`src/sv/bqsr_pkg.sv`:
```
package bqsr_pkg;

  localparam int NUM_DOCS_DEF   = 64;
  localparam int SCORE_BITS_DEF = 16;

  localparam int OP_W    = 2;
  localparam int DOC_W   = 6;
  localparam int CNT_W   = 16;
  localparam int TOTAL_W = 7;

  typedef enum logic [OP_W-1:0] {
    OP_POSTING  = 2'd0,
    OP_END_WORD = 2'd1,
    OP_OR       = 2'd2,
    OP_END_QRY  = 2'd3
  } op_t;

  typedef struct packed {
    logic wr;
    logic clr;
    logic clr_all;
  } st_ctl_t;

endpackage

```
`src/sv/bqsr_ifs.sv`:
```
interface bqsr_in_if import bqsr_pkg::*; ();
  logic             valid;
  logic             ready;
  logic [OP_W-1:0]  op;
  logic [DOC_W-1:0] doc_id;
  logic [CNT_W-1:0] term_count;

  modport source (output valid, op, doc_id, term_count, input ready);
  modport sink   (input valid, op, doc_id, term_count, output ready);
endinterface

interface bqsr_out_if import bqsr_pkg::*; ();
  logic               valid;
  logic               ready;
  logic [DOC_W-1:0]   out_doc;
  logic [CNT_W-1:0]   out_score;
  logic [TOTAL_W-1:0] match_total;
  logic               no_match;
  logic               last_result;

  modport source (output valid, out_doc, out_score, match_total, no_match, last_result,
                  input ready);
  modport sink   (input valid, out_doc, out_score, match_total, no_match, last_result,
                  output ready);
endinterface

```
`src/sv/bqsr_store.sv`:
```
module bqsr_store import bqsr_pkg::*; #(
  parameter int NUM_DOCS   = NUM_DOCS_DEF,
  parameter int SCORE_BITS = SCORE_BITS_DEF,
  localparam int AW        = (NUM_DOCS > 1) ? $clog2(NUM_DOCS) : 1
) (
  input  logic                  clk,
  input  logic                  rst,
  input  st_ctl_t               ctl,
  input  logic [AW-1:0]         wa,
  input  logic [SCORE_BITS-1:0] wd,
  input  logic [AW-1:0]         ra,
  output logic [SCORE_BITS-1:0] rd
);

  logic [SCORE_BITS-1:0] mem [NUM_DOCS];
  logic [NUM_DOCS-1:0]   vld;

  always_ff @(posedge clk) begin
    if (ctl.wr) begin
      mem[wa] <= wd;
    end
    rd <= vld[ra] ? mem[ra] : '0;
  end

  always_ff @(posedge clk) begin
    if (rst || ctl.clr_all) begin
      vld <= '0;
    end else if (ctl.wr) begin
      vld[wa] <= 1'b1;
    end else if (ctl.clr) begin
      vld[wa] <= 1'b0;
    end
  end

endmodule

```
`src/sv/boolean_query_score_ranker_top.sv`:
```
// Posting beat: written into the word store as it is accepted. End of word and or beats:
// a sweep, one store entry per cycle through the idx/p_idx sweep shared by all modes.
// End of query: a fold of the last group, then one full scan per ranked result plus
// a hand-over, which waits while the output register is full and not taken.
// One beat at a time; a result waits in the output register.
// Reset clears control and the stores' valid bits, so all scores read as zero.
module boolean_query_score_ranker_top import bqsr_pkg::*; #(
  parameter int NUM_DOCS   = NUM_DOCS_DEF,
  parameter int SCORE_BITS = SCORE_BITS_DEF
) (
  input logic        clk,
  input logic        rst,
  bqsr_in_if.sink    query,
  bqsr_out_if.source ranked
);

  localparam int AW = (NUM_DOCS > 1) ? $clog2(NUM_DOCS) : 1;
  localparam int CW = (SCORE_BITS > CNT_W) ? SCORE_BITS : CNT_W;
  localparam logic [SCORE_BITS-1:0] SCORE_MAX = '1;
  localparam logic [AW-1:0] LAST = AW'(NUM_DOCS - 1);

  typedef enum logic [1:0] {S_IDLE, S_SWEEP, S_EMIT} state_t;
  typedef enum logic [1:0] {M_WORD, M_FOLD, M_RANK} mode_t;

  state_t                state;
  mode_t                 mode;
  logic                  is_query;
  logic                  started;
  logic                  issuing;
  logic [AW-1:0]         idx;
  logic                  p_vld;
  logic [AW-1:0]         p_idx;
  logic [TOTAL_W-1:0]    total;
  logic [TOTAL_W-1:0]    k;
  logic [AW-1:0]         best;
  logic [SCORE_BITS-1:0] best_score;

  logic                  out_valid;
  logic [DOC_W-1:0]      out_doc;
  logic [CNT_W-1:0]      out_score;
  logic [TOTAL_W-1:0]    match_total;
  logic                  no_match;
  logic                  last_result;

  st_ctl_t               w_ctl, g_ctl, r_ctl;
  logic [AW-1:0]         w_wa, r_wa;
  logic [SCORE_BITS-1:0] w_wd, g_wd, r_wd;
  logic [SCORE_BITS-1:0] w_rd, g_rd, r_rd;

  logic                  accept;
  logic                  in_range;
  logic [CW-1:0]         cnt_ext;
  logic [SCORE_BITS:0]   sum;
  logic                  p_last;
  logic                  emit_go;
  logic [TOTAL_W-1:0]    total_n;
  logic [CW-1:0]         best_ext;

  assign query.ready = (state == S_IDLE);
  assign accept      = query.valid && query.ready;
  assign in_range    = (TOTAL_W'(query.doc_id) < TOTAL_W'(NUM_DOCS));
  assign cnt_ext     = CW'(query.term_count);
  assign sum         = {1'b0, r_rd} + {1'b0, g_rd};
  assign p_last      = p_vld && (p_idx == LAST);
  assign emit_go     = (state == S_EMIT) && (!out_valid || ranked.ready);
  assign total_n     = total + TOTAL_W'(sum[SCORE_BITS-1:0] != '0 || sum[SCORE_BITS]);
  assign best_ext    = CW'(best_score);

  always_comb begin
    w_ctl.wr      = accept && (op_t'(query.op) == OP_POSTING) && in_range;
    w_ctl.clr     = (state == S_SWEEP) && (mode == M_WORD) && p_vld;
    w_ctl.clr_all = (state == S_SWEEP) && (mode == M_FOLD) && p_last && is_query;
    w_wa          = (state == S_IDLE) ? query.doc_id[AW-1:0] : p_idx;
    w_wd          = (cnt_ext > CW'(SCORE_MAX)) ? SCORE_MAX : cnt_ext[SCORE_BITS-1:0];

    g_ctl.wr      = (state == S_SWEEP) && (mode == M_WORD) && p_vld;
    g_ctl.clr     = (state == S_SWEEP) && (mode == M_FOLD) && p_vld;
    g_ctl.clr_all = 1'b0;
    g_wd          = (!started || w_rd < g_rd) ? w_rd : g_rd;

    r_ctl.wr      = (state == S_SWEEP) && (mode == M_FOLD) && p_vld;
    r_ctl.clr     = emit_go && (total != '0);
    r_ctl.clr_all = 1'b0;
    r_wa          = (state == S_EMIT) ? best : p_idx;
    r_wd          = sum[SCORE_BITS] ? SCORE_MAX : sum[SCORE_BITS-1:0];
  end

  bqsr_store #(.NUM_DOCS(NUM_DOCS), .SCORE_BITS(SCORE_BITS)) u_word (
    .clk(clk), .rst(rst), .ctl(w_ctl), .wa(w_wa), .wd(w_wd), .ra(idx), .rd(w_rd)
  );

  bqsr_store #(.NUM_DOCS(NUM_DOCS), .SCORE_BITS(SCORE_BITS)) u_group (
    .clk(clk), .rst(rst), .ctl(g_ctl), .wa(p_idx), .wd(g_wd), .ra(idx), .rd(g_rd)
  );

  bqsr_store #(.NUM_DOCS(NUM_DOCS), .SCORE_BITS(SCORE_BITS)) u_result (
    .clk(clk), .rst(rst), .ctl(r_ctl), .wa(r_wa), .wd(r_wd), .ra(idx), .rd(r_rd)
  );

  always_ff @(posedge clk) begin
    if (rst) begin
      state      <= S_IDLE;
      mode       <= M_WORD;
      is_query   <= 1'b0;
      started    <= 1'b0;
      issuing    <= 1'b0;
      idx        <= '0;
      p_vld      <= 1'b0;
      p_idx      <= '0;
      total      <= '0;
      k          <= '0;
      best       <= '0;
      best_score <= '0;
      out_valid  <= 1'b0;
    end else begin
      if (ranked.ready) begin
        out_valid <= 1'b0;
      end
      unique case (state)
        S_IDLE: begin
          if (accept && op_t'(query.op) != OP_POSTING) begin
            state    <= S_SWEEP;
            mode     <= (op_t'(query.op) == OP_END_WORD) ? M_WORD : M_FOLD;
            is_query <= (op_t'(query.op) == OP_END_QRY);
            idx      <= '0;
            issuing  <= 1'b1;
            p_vld    <= 1'b0;
            total    <= '0;
          end
        end
        S_SWEEP: begin
          if (issuing) begin
            idx <= idx + AW'(1);
            if (idx == LAST) begin
              issuing <= 1'b0;
            end
          end
          p_vld <= issuing;
          p_idx <= idx;
          if (p_vld) begin
            unique case (mode)
              M_FOLD: total <= total_n;
              M_RANK: begin
                if (r_rd > best_score) begin
                  best       <= p_idx;
                  best_score <= r_rd;
                end
              end
              default: ;
            endcase
          end
          if (p_last) begin
            p_vld <= 1'b0;
            unique case (mode)
              M_WORD: begin
                started <= 1'b1;
                state   <= S_IDLE;
              end
              M_FOLD: begin
                started <= 1'b0;
                if (is_query) begin
                  mode       <= M_RANK;
                  idx        <= '0;
                  issuing    <= 1'b1;
                  k          <= '0;
                  best       <= '0;
                  best_score <= '0;
                end else begin
                  state <= S_IDLE;
                end
              end
              default: state <= S_EMIT;
            endcase
          end
        end
        default: begin
          if (emit_go) begin
            out_valid   <= 1'b1;
            out_doc     <= (total == '0) ? '0 : DOC_W'(best);
            out_score   <= (total == '0) ? '0 : best_ext[CNT_W-1:0];
            match_total <= total;
            no_match    <= (total == '0);
            last_result <= (total == '0) || (TOTAL_W'(k + TOTAL_W'(1)) == total);
            k           <= k + TOTAL_W'(1);
            if ((total == '0) || (TOTAL_W'(k + TOTAL_W'(1)) == total)) begin
              state <= S_IDLE;
            end else begin
              state      <= S_SWEEP;
              idx        <= '0;
              issuing    <= 1'b1;
              best       <= '0;
              best_score <= '0;
            end
          end
        end
      endcase
    end
  end

  assign ranked.valid       = out_valid;
  assign ranked.out_doc     = out_doc;
  assign ranked.out_score   = out_score;
  assign ranked.match_total = match_total;
  assign ranked.no_match    = no_match;
  assign ranked.last_result = last_result;

endmodule

```
`src/flat_wrapper.sv`:
```
// flat-port wrapper written by rule: the top's interface ports become plain ports
module boolean_query_score_ranker_top_flat import bqsr_pkg::*;
#(
  parameter int NUM_DOCS   = NUM_DOCS_DEF,
  parameter int SCORE_BITS = SCORE_BITS_DEF
)
  (clk, rst, query_valid, query_op, query_doc_id, query_term_count, query_ready, ranked_valid, ranked_out_doc, ranked_out_score, ranked_match_total, ranked_no_match, ranked_last_result, ranked_ready);
  bqsr_in_if query_i ();
  bqsr_out_if ranked_i ();
  input logic clk;
  input logic rst;
  input wire logic [$bits(query_i.valid)-1:0] query_valid;
  input wire logic [$bits(query_i.op)-1:0] query_op;
  input wire logic [$bits(query_i.doc_id)-1:0] query_doc_id;
  input wire logic [$bits(query_i.term_count)-1:0] query_term_count;
  output wire logic [$bits(query_i.ready)-1:0] query_ready;
  output wire logic [$bits(ranked_i.valid)-1:0] ranked_valid;
  output wire logic [$bits(ranked_i.out_doc)-1:0] ranked_out_doc;
  output wire logic [$bits(ranked_i.out_score)-1:0] ranked_out_score;
  output wire logic [$bits(ranked_i.match_total)-1:0] ranked_match_total;
  output wire logic [$bits(ranked_i.no_match)-1:0] ranked_no_match;
  output wire logic [$bits(ranked_i.last_result)-1:0] ranked_last_result;
  input wire logic [$bits(ranked_i.ready)-1:0] ranked_ready;
  assign query_i.valid = query_valid;
  assign query_i.op = query_op;
  assign query_i.doc_id = query_doc_id;
  assign query_i.term_count = query_term_count;
  assign query_ready = query_i.ready;
  assign ranked_valid = ranked_i.valid;
  assign ranked_out_doc = ranked_i.out_doc;
  assign ranked_out_score = ranked_i.out_score;
  assign ranked_match_total = ranked_i.match_total;
  assign ranked_no_match = ranked_i.no_match;
  assign ranked_last_result = ranked_i.last_result;
  assign ranked_i.ready = ranked_ready;
  boolean_query_score_ranker_top #(.NUM_DOCS(NUM_DOCS), .SCORE_BITS(SCORE_BITS)) u_core (.clk(clk), .rst(rst), .query(query_i), .ranked(ranked_i));
endmodule
```
`config.mk`:
```
export PLATFORM = sky130hd
export DESIGN_NAME = boolean_query_score_ranker_top_flat
export DESIGN_NICKNAME = d
export VERILOG_FILES = /design/src/sv/bqsr_pkg.sv /design/src/sv/bqsr_ifs.sv /design/src/sv/bqsr_store.sv /design/src/sv/boolean_query_score_ranker_top.sv /design/src/flat_wrapper.sv
export SDC_FILE = /design/constraint.sdc
export NUM_CORES = 2
export LEC_CHECK = 0
export BUFFER_PORTS_ARGS = -buffer_cell sky130_fd_sc_hd__buf_2
export CAP_MARGIN = 40
export CORE_MARGIN = 2
export CORE_UTILIZATION = 57
export DETAILED_ROUTE_END_ITERATION = 6
export PLACE_DENSITY_LB_ADDON = 0.3
export REMOVE_ABC_BUFFERS = 1
export SLEW_MARGIN = 10
export SYNTH_ARGS = -nofsm -noshare
export SYNTH_HDL_FRONTEND = slang
export SYNTH_HIERARCHICAL = 1
export SYNTH_SLANG_ARGS = --single-unit
```
`constraint.sdc`:
```
create_clock -name clk -period 4.64 [get_ports clk]
set_input_delay 0.928 -clock clk [delete_from_list [all_inputs] [get_ports clk]]
set_output_delay 0.928 -clock clk [all_outputs]
set_load 0.01 [all_outputs]
```
==> impl_metrics.py <==
metrics = {
    "yosys": {
        "syn-instance-count": 6775,
        "ys_seq_elements": 3400,
        "synth-seq-area-share": 0.750,
        "synth_warnings": 6,
        "syn_area_sq_um": 132000,
        "syn_avg_cell_area_sq_um": 19.5,
        "yosysTopAreaCellShare": 0.705,
        "synth.lib_cells_used.distinct": 76,
        "synthArstFlopShare": 0,
        "synth_edf_count": 3103,
        "synth_common_cells": "edfxtp_1 (3103), mux4_2 (795), a21oi_1 (475)",
        "synth_most_common_cell": "edfxtp_1",
        "synth.area.top_cells": "edfxtp_1 (71%), mux4_2 (14%), dfxtp_1 (4.5%), a22oi_1 (2.2%), a21oi_1 (1.8%)",
        "synth_area_leader_cell": "edfxtp_1",
        "synthFlopType": "edfxtp_1",
    },
    "place": {
        "preCtsSetupSlack_ns": 0.521,
        "portBuffers": 60,
        "place_congestion": 0.927,
        "dp_hpwl_mm": 206,
    },
    "timing": {
        "min_period_over_period": 0.890,
        "tightest_slew_ns": 1.01,
        "setup_violations": 0,
        "clock_skew_ns": 0.0838,
        "hold_viol": 0,
        "slew_headroom": 0.324,
        "rsz0062_at_grt": "no",
        "fmax_mhz": 242,
        "min_period_ns": 4.13,
        "slew_viol_final": 0,
        "fin_ws_ns": 0.510,
    },
    "global_routing": {
        "antenna_found_initial": 12,
        "grt_pass1_vias": 69500,
        "grt_use_total": 0.287,
        "grt_overflow": 0,
        "grt_pass1_wl_mm": 489,
        "grt_max_degree": 91,
    },
    "route": {
        "wl_per_cell_um": 32.4,
        "drc": 0,
        "drt_iter0_markers": 10200,
        "via_per_inst": 6.79,
        "firstDrtPassIters": 6,
        "ant_nets": 0,
        "postRouteWirelength_mm": 338,
        "vias": 70700,
    },
    "setup_path": {
        "crit_family": "compound AO/OA/AOI/OAI gates",
        "crit_top_cell": "o21ai_1",
        "critPathRequiredTime_ns": 5.31,
        "critPathMaxFanout": 36,
        "critical_path.max_stage_delay_ns": 0.64,
        "crit_arrival_ns": 4.80,
        "path_class": "flip-flop to flip-flop",
        "worst_path_max_delay_cell": "nand2b_2",
        "crit_buf_inv": 1,
        "crit_chain": "ha_1, fa_1, a211oi_1, o21ai_1, a41oi_2, o21ai_1, a21o_1, a21oi_2, nand2b_2, buf_12",
        "rr_endpoint": "u_core/u_result/mem[28][11]$_DFFE_PP_",
        "cp-start-kind": "flip-flop",
        "timing.rr.start": "u_core/u_group/rd[0]$_SDFF_PN0_",
        "critPathCaptureType": "flip-flop",
        "ff2ff_setup_slack_ns": 0.51,
        "worstRegToRegCells": 10,
    },
    "floorplan": {
        "rows": 176,
        "die_area_sq_um": 236000,
        "design.core.area_sq_um": 230000,
        "die_x_um": 485,
        "die_h_um": 485,
        "ios": 61,
        "start_util": 0.574,
    },
    "outcome": {
        "outcome": "finished clean",
    },
    "cts": {
        "clk_latency_ns": 0.95,
        "clk_pin_slew_ns": 0.06,
        "clk_path_buf_depth": 4,
        "post_cts.repair.setup_buffers": 0,
        "cts_buffers": 345,
        "root_buffer": "clkbuf_16",
        "clkSinkCount": 3400,
        "cts_tree": "done",
        "cts-hold-fix-buffers": 0,
        "cts_max_level": 5,
        "cts_resized": 0,
    },
    "finish": {
        "nFillCells": 14700,
        "utilization": 0.648,
        "drive_gt1_frac": 0.236,
        "area_growth_pct": 12.9,
        "nNetsFinal": 7202,
    },
    "hold_path": {
        "hold_end": "u_core/u_word/mem[4][1]$_DFFE_PP_",
        "min_path_type": "primary input to flip-flop",
        "holdPathStages": 1,
        "min-delay-start": "query_term_count[1]",
    },
    "pwr": {
        "power_density_nw_per_um2": 407,
        "p_leak_nw": 46.6,
        "vdd_ir_drop_max_mv": 0.441,
        "p_total_mw": 60.7,
    },
    "flow_run": {
        "drv_cap": 0,
    },
}
layout by cell type, fill, tap and decap left out, drive strengths merged, types with 13 or more instances in the layout:
master,synthesis,final
a21oi,476,476
a22o,24,24
a22oi,388,388
and2,14,14
buf,235,383
bufinv,0,21
clkbuf,149,448
clkinv,1,112
dfxtp,297,297
edfxtp,3103,3103
ha,51,51
inv,231,241
mux2,40,40
mux2i,19,19
mux4,807,807
nand2,279,279
nand2b,29,29
nand3,31,31
nand3b,13,13
nand4,14,14
nor2,100,100
nor2b,28,28
nor3,22,22
nor4,50,50
o21ai,225,225
xor2,15,15
worst max path at each step:
stage | from | end | cells past startpoint
after floorplan | u_core/idx[0]$_SDFFE_PP0P_ | u_core/u_word/rd[3]$_SDFF_PN0_ | 5
after global placement | u_core/u_group/rd[0]$_SDFF_PN0_ | u_core/u_result/mem[36][11]$_DFFE_PP_ | 10
after detailed placement | u_core/u_group/rd[0]$_SDFF_PN0_ | u_core/u_result/mem[32][11]$_DFFE_PP_ | 10
after CTS | u_core/u_group/rd[0]$_SDFF_PN0_ | u_core/u_result/mem[36][11]$_DFFE_PP_ | 10
after global routing | u_core/u_group/rd[0]$_SDFF_PN0_ | u_core/u_result/mem[36][11]$_DFFE_PP_ | 10
final | u_core/u_group/rd[0]$_SDFF_PN0_ | u_core/u_result/mem[28][11]$_DFFE_PP_ | 10
cells by family (layout without fill, tap and decap cells):
| family | Yosys count | after routing | synth area share |
|---|---|---|---|
| flops | 3400 | 3400 | 0.750 |
| compound gates | 1189 | 1189 | 0.0556 |
| mux | 866 | 866 | 0.143 |
| simple gates | 625 | 625 | 0.0224 |
| buf+inv | 616 | 1216 | 0.0220 |
| fa+ha+maj | 52 | 52 | 0.00498 |
| xor+xnor | 26 | 26 | 0.00172 |
| other cells | 1 | 10 | 0.0000284 |
final cells by class:
cell class / instances / area, sq um / share of cell area
flip-flops and latches: 3400 / 99100 / 0.665
clock buffers: 448 / 9290 / 0.0623
clock inverters: 153 / 1330 / 0.00890
well taps: 3026 / 3790 / 0.0254
repair buffers: 383 / 4540 / 0.0304
inverters: 232 / 871 / 0.00584
diodes: 8 / 20.0 / 0.000134
multi-input cells: 2760 / 30200 / 0.202
through the flow:
| stage | area [sq um] | std cells | setup TNS, ns | hold slack, ns |
|---|---|---|---|---|
| 2_1_floorplan | 130000 | 6392 | -1709.52 | 0.426 |
| 3_3_place_gp | 136000 | 9709 | 0 | 0.447 |
| 3_5_place_dp | 139000 | 9800 | 0 | 0.461 |
| 4_1_cts | 149000 | 10400 | 0 | 0.145 |
| 5_1_grt | 149000 | 10400 | 0 | 0.165 |
| 6_report | 149000 | 10400 | 0 | 0.202 |
metal layers:
metal  up-vias  global-route usage  share of wire
li1      28500                   -              -
met1     37000               0.397           0.37
met2      4342               0.454           0.48
met3       795              0.0542          0.099
met4        12               0.122          0.049
met5         -                   0        0.00022
state kept, by name, indices dropped and copies added (netlist names), 16 cells and up, named ones only:
signal,cells
u_core/ranked.out_score,16
u_core/best_ext,16
u_core/u_group/mem,1024
u_core/u_word/mem,1024
u_core/u_word/rd,16
u_core/u_group/rd,16
u_core/u_result/mem,1024
u_core/u_result/rd,16
power by group:
part,switching [mW],internal (mW),total (mW),leakage (nW)
registers,0.0182,33.1,33.1,29.4
clock network,11.2,15.2,26.4,5.19
logic,0.691,0.471,1.16,12.0
No activity file was read; power rests on OpenSTA's default activity.
